$ cat src/hdl/sacf_pkg.sv
package sacf_pkg;

	typedef logic [4:0] shamt_t;
	typedef logic [1:0] cfg_idx_t;
	typedef logic [4:0] cfg_data_t;
	typedef logic [31:0] count_t;

	localparam cfg_idx_t CFG_OFFSET_BITS = 2'd0;
	localparam cfg_idx_t CFG_SET_BITS    = 2'd1;
	localparam cfg_idx_t CFG_WAYS_IN_USE = 2'd2;

	localparam logic [4:0] OFFSET_BITS_RST = 5'd4;
	localparam logic [3:0] SET_BITS_RST    = 4'd0;
	localparam logic [2:0] WAYS_RST        = 3'd4;

	typedef enum logic [2:0] {
		ST_CLEAR,
		ST_IDLE,
		ST_SPLIT,
		ST_READ,
		ST_CMP,
		ST_UPDATE
	} state_t;

	function automatic count_t sat_inc(count_t v);
		return (v == '1) ? v : v + 32'd1;
	endfunction

endpackage

$ cat src/hdl/sacf_unit.sv
module sacf_unit #(
	parameter int W = 48
) (
	input  logic [W-1:0]     a,
	input  sacf_pkg::shamt_t amt,
	input  logic [W-1:0]     b,
	output logic [W-1:0]     shifted,
	output logic             eq
);

	// The same shifter splits the address and, with a zero shift, compares tags.
	assign shifted = a >> amt;
	assign eq      = (shifted == b);

endmodule

$ cat config.mk
export PLATFORM = sky130hd
export DESIGN_NAME = sacf_unit
export DESIGN_NICKNAME = d
export VERILOG_FILES = /design/src/hdl/sacf_pkg.sv /design/src/hdl/sacf_unit.sv
export SDC_FILE = /design/constraint.sdc
export NUM_CORES = 1
export LEC_CHECK = 0
export ABC_AREA = 1
export BUFFER_PORTS_ARGS = -buffer_cell sky130_fd_sc_hd__buf_4
export CORE_MARGIN = 8
export CORE_UTILIZATION = 56
export DETAILED_ROUTE_END_ITERATION = 10
export MAX_ROUTING_LAYER = met4
export PLACE_DENSITY_LB_ADDON = 0.15
export SLEW_MARGIN = 20
export SYNTH_ARGS = -nofsm -noshare
export SYNTH_HDL_FRONTEND = slang
export SYNTH_SLANG_ARGS = --single-unit
$ cat constraint.sdc
create_clock -name vclk -period 5.6
set_input_delay 0.84 -clock vclk [all_inputs]
set_output_delay 0.84 -clock vclk [all_outputs]
set_load 0.05 [all_outputs]
==> Word-level counts from Yosys, hierarchy flattened <==
Cells that the tools add are included.
{ "classes": {"eq_ne": 1, "shift": 1} }
{ "op_table": {"columns": ["operator", "n"], "rows": [
  ["$eq 48x48->1", 1],
  ["$shr 48x5->48", 1]
]} }
{ "totals": {"regBits": 0, "inputBits": 101, "out_inout_bits": 49, "elab_cells": 2} }

==> Longest topological paths before layout <==
Gate-level depths: netlist (run 1).
{ "logic_depth": {"depth_word": 2, "ltp_mapped": 18, "depth_no_buf": 16} }

==> Worst setup path after synthesis (run 1) <==
Ideal clock, no wire load.
{ "synth_timing": {"path_type": "input-to-output", "from": "input amt[2]", "to": "output eq", "arrival_time_ns": 3.190, "required_time_ns": 4.760, "slack_ns": 1.570, "path_stages": 10, "path_buffers": 1, "path_cell_list": "inv_1 clkbuf_1 nand3_1 nand3_1 nand2_1 nor2_1 xor2_1 nor2_1 nand3_1 nor2_1"} }
{ "synth_between": {"elab_chain_cells": 2} }
{ "synth_rtl": {"columns": ["item", "line_no", "rtl"], "rows": [
  ["start, declared", "sacf_unit.sv:5", "input sacf_pkg::shamt_t amt,"],
  ["$shr 48x5->48", "sacf_unit.sv:12", "assign shifted = a >> amt;"],
  ["via shifted[38]", "sacf_unit.sv:7", "output logic [W-1:0] shifted,"],
  ["$eq 48x48->1", "sacf_unit.sv:13", "assign eq = (shifted == b);"],
  ["end, declared", "sacf_unit.sv:8", "output logic eq"]
]} }
The timed path passes the listed nets, and every way through them passes these cells.

==> Final worst setup path (run 1) <==
{ "layout_timing": {"from": "input amt[0]", "to": "output eq"} }
{ "layout_between": {"elab_chain_cells": 2} }
{ "layout_rtl": {"columns": ["item", "line_no"], "rows": [
  ["$shr 48x5->48", "sacf_unit.sv:12"],
  ["$eq 48x48->1", "sacf_unit.sv:13"]
]} }
Every way passes these cells.

==> results_dict.tcl, run 1 <==
set metrics [dict create \
    status "complete, no violations" \
    cts_resized 0 \
    wl_per_cell_um 16.4 \
    path_cells "buf_4 -> inv_2 -> nand2_1 -> nand3_1 -> nand3_1 -> nand3_1 -> nand3_1 -> nand3_1 -> nand2_1 -> nor2_1 -> nand2_1 -> nor2_1 -> nand3_1 -> nor2_1 -> buf_4" \
    relSlewSlack 0.324 \
    whs_path_depth 7 \
    avgSynthCellArea_um2 4.58 \
    route.detailed.drc 0 \
    dp_cells 1003 \
    yosys_warnings 0 \
    crit_path_frequent_cell "nand3_1" \
    synth-simple-area-share 0.844 \
    start_util 0.566 \
    core_area_um2 6640 \
    drt-initial-drc-count 688 \
    post-route-util 0.711 \
    final-seq-area_um2 0 \
    holdBufCountCts 0 \
    worstPathMaxFanout 49 \
    final_cells 1003 \
    synth_area_um2 3760 \
    pre_cts_slack_ns 1.20 \
    holdWs_ns 2.26 \
    cp_slowest_cell "inv_2" \
    fin_crit_sh 0.807 \
    n_fill_cell 634 \
    netlist_top_cells_count "nand3_1, nand2_1, inv_1" \
    critical_path_buf_inv_count 3 \
    gr-usage-all-layers 0.344 \
    crit_start "amt[0]" \
    vias 6139 \
    fin_area_um2 4730 \
    yosysSeqAreaShare 0 \
    clkbuf_count 0 \
    multi_input_area_um2 3260 \
    overflow 0 \
    fin_ws_ns 1.08 \
    period_needed_ns 4.52 \
    synthXorXnorAreaFrac 0.0140 \
    hpwl_um 12900 \
    grt_max_degree 64 \
    synth_top_family_by_area "simple AND/OR/NAND/NOR gates" \
    cp.depth 15 \
    syn_nets 923 \
    synthMuxAreaShare 0 \
    yosys-top-cells-area "nand3_1, nand2_1, inv_1, nor2_1, nand3_2" \
    ant_nets 0 \
    fp.dieW_um 98.0 \
    syn_inst 822 \
    total_power_mw 0.620 \
    antenna_found_initial 0 \
    placed_cell_area_um2 4730 \
    firstDrtPassIters 7 \
    p_per_area_nw_per_um2 131 \
    crit_path_end_kind "primary output" \
    synth.most_common_cell "nand3_1" \
    synth_cell_types 20 \
    grt_pass1_wl_um 27200 \
    leakagePower_nw 2.83 \
    tightestPinTransition_ns 1.01 \
    fp.dieH_um 98.0 \
    antennaDiodeCount 0 \
    ir_drop_mv 0.0855 \
    final_net_count 1026 \
    cp_top_family "simple AND/OR/NAND/NOR gates" \
    first_global_vias 5696 \
    postRouteWirelength_um 16500 \
    arrival_ns 3.68 \
    synth_top_area_frac 0.455 \
    final_hold_viol_count 0 \
    drive_gt1_frac 0.187 \
    fmax_mhz 221 \
    place_congestion 1.04 \
    worst_path_largest_cell_delay_ns 0.64 \
    drv_slew 0 \
    num_rows 30 \
    holdCritPathClass "input pin to primary output" \
    critPathKind "input pin to primary output" \
    yosysTopAreaCell "nand3_1" \
    area_delta_synth_final_pct 25.6 \
    io_buffers 150 \
    synth_fa_ha_area_frac 0 \
    grt_util_met2 0.548 \
    setup_viol 0 \
    seq_cell_count 0 \
    maxCapViolations 0 \
    vias_per_cell 6.12 \
    grt_setup_unrepaired "false" \
    use_met1 0.402 \
    die-area_um2 9590 \
    synth_compound_area_frac 0.00898 \
    fin_setup_tns_ns 0 \
    required_ns 4.76 \
    cts_setup_buffers 0 \
    use_met3 0.0498 \
    busiest_layer "met2" \
    hold_start "b[20]" \
    crit_path_start_kind "input pin" \
    io-pin-count 150 \
]
[power by group]
group	internal (mW)	switching, mW	leakage (nW)
Clock	0	0	0
Sequential	0	0	0
Combinational	0.198	0.422	2.83
[path summary, 6_finish.rpt]
kind | end | slack (ns)
min | eq | 2.26
max | eq | 1.08
[cells by family (layout without fill, tap and decap cells)]
| group | count (synthesis) | in the layout |
|---|---|---|
| buffers and inverters | 111 | 212 |
| xor gates and xnor gates | 6 | 6 |
| and+or+nand+nor | 699 | 699 |
| AOI/OAI and AO/OA | 6 | 6 |
[layer usage]
layer,share of wire,vias to the layer above
met1,0.38,2662
met3,0.10,100
li1,-,2946
met5,0,-
met4,0.066,0
met2,0.46,431
[layout by cell type (no fill, tap or decap)]
cell,netlist,final
buf_4,4,152
inv_1,56,56
inv_2,4,4
nand2_1,295,295
nand2_2,3,3
nand3_1,342,342
nand3_2,12,12
nand3b_1,5,5
nand4_1,7,7
nor2_1,34,34
o21ai_0,4,4
o21ai_1,1,1
o21ai_2,1,1
or2_2,1,1
xnor2_1,5,5
xor2_1,1,1
[cell type report]
class / instances / share of cell area
multi-input combinational: 711 / 0.690
inverter: 60 / 0.0477
timing repair buffer: 152 / 0.241
tap: 80 / 0.0212
Note: power is estimated with default switching activity, not from simulation.
==> run 2, diff against run 1 <==
- CORE_UTILIZATION: 56 -> 47
- clock period: 5.6 -> 3.65 ns (I/O delays scaled with it)
==> run 2 against run 1 <==
Net effect:
- power up 58%
- worst hold slack worse by 0.55 ns
- design area up 3.1%
- sequential share of layout area unchanged
- largest cell class unchanged
- die area up 16%
- first-iteration DRC count up 3.3%
==> results_dict.tcl, run 2 (same netlist as run 1, synthesis figures left out) <==
set metrics [dict create \
    grt_max_degree 51 \
    cp_top_family "simple AND/OR/NAND/NOR gates" \
    worstPathMaxFanout 47 \
    critPathKind "input pin to primary output" \
    fp.dieH_um 105 \
    antenna_found_initial 0 \
    drv_slew 0 \
    route.detailed.drc 0 \
    holdBufCountCts 0 \
    cts_resized 0 \
    wl_per_cell_um 17.3 \
    arrival_ns 2.77 \
    period_needed_ns 3.32 \
    final_net_count 1037 \
    multi_input_area_um2 3260 \
    final-seq-area_um2 0 \
    ant_nets 0 \
    antennaDiodeCount 0 \
    io_buffers 150 \
    holdCritPathClass "input pin to primary output" \
    final_cells 1036 \
    path_cells "buf_4 -> buf_4 -> nand2_1 -> nand3_1 -> nand3_1 -> nand3_1 -> nand4_1 -> nand2_1 -> nand2_1 -> nor2_1 -> nand2_1 -> nor2_1 -> nand3_1 -> nor2_1 -> buf_4" \
    num_rows 32 \
    p_per_area_nw_per_um2 201 \
    firstDrtPassIters 8 \
    fp.dieW_um 105 \
    leakagePower_nw 2.89 \
    ir_drop_mv 0.153 \
    busiest_layer "met2" \
    whs_path_depth 6 \
    io-pin-count 150 \
    grt_setup_unrepaired "false" \
    cts_setup_buffers 0 \
    dp_cells 1036 \
    clkbuf_count 0 \
    start_util 0.487 \
    seq_cell_count 0 \
    hold_start "b[38]" \
    cp_slowest_cell "buf_4" \
    setup_viol 0 \
    critical_path_buf_inv_count 3 \
    crit_path_start_kind "input pin" \
    place_congestion 1.02 \
    crit_path_end_kind "primary output" \
    postRouteWirelength_um 17900 \
    layout_common_cells "nand3_1, nand2_1, buf_4" \
    hpwl_um 14700 \
    overflow 0 \
    fmax_mhz 301 \
    vias_per_cell 6.01 \
    area_delta_synth_final_pct 29.6 \
    worst_path_largest_cell_delay_ns 0.39 \
    die-area_um2 11100 \
    grt_util_met2 0.536 \
    core_area_um2 7730 \
    final_hold_viol_count 0 \
    n_fill_cell 805 \
    grt_pass1_wl_um 28900 \
    fin_setup_tns_ns 0 \
    use_met1 0.358 \
    maxCapViolations 0 \
    use_met3 0.0396 \
    vias 6226 \
    layout_commonest_cell "nand3_1" \
    tightestPinTransition_ns 0.494 \
    gr-usage-all-layers 0.318 \
    fin_crit_sh 0.909 \
    status "complete, no violations" \
    min_to "eq" \
    drive_gt1_frac 0.197 \
    first_global_vias 5837 \
    relSlewSlack 0.671 \
    drt-initial-drc-count 711 \
    cp.depth 15 \
    required_ns 3.10 \
]
==> run 2: cell count changes in the layout (fill, tap and decap cells not counted), sizes merged <==
cell,previous run,this run
buf,152,163
==> run 2: area by class of cell <==
type                            instances  area share
Inverter                               60      0.0462
Multi-Input combinational cell        711       0.669
Tap cell                              102      0.0262
Timing Repair Buffer                  163       0.259
==> run 2: tightest hold or removal path, stage by stage <==
cell and delay [ns]:
buf_4 0.08, xor2_1 0.12, nor2_1 0.06, nand3_1 0.11
nor2_1 0.06, buf_4 0.18
==> run 2: worst max path at each step <==
stage / from / end / slack (ns)
detailed placement: amt[0] / eq / 0.44
global placement: amt[1] / eq / 0.47
floorplan: amt[2] / eq / 0.20
global route: amt[0] / eq / 0.08
finish: amt[0] / eq / 0.33
CTS: amt[1] / eq / 0.44
==> run 2: metrics by stage <==
step | hold WS, ns | util | cell area [um2] | total power, mW | setup WS, ns
CTS | 1.69 | 0.631 | 4870 | 0.966 | 0.436
detailed placement | 1.69 | 0.631 | 4870 | 0.963 | 0.437
floorplan | 1.45 | - | 3760 | 0.646 | 0.205
finish | 1.71 | 0.631 | 4870 | 0.981 | 0.332
global placement | 1.69 | 0.631 | 4870 | 0.950 | 0.466
global route | 1.72 | 0.631 | 4870 | 1.06 | 0.0842
==> run 2: report_power, final <==
| part | internal [mW] | switching (mW) | leakage, nW |
|---|---|---|---|
| Sequential | 0 | 0 | 0 |
| Combinational | 0.317 | 0.664 | 2.89 |
| Clock | 0 | 0 | 0 |
| Total | 0.317 | 0.664 | 2.89 |
==> run 2: routing by layer <==
layer  up-vias  share of wire
li1       2979              -
met1      2714           0.37
met2       436           0.47
met3        97          0.095
met4         0          0.063
met5         -              0
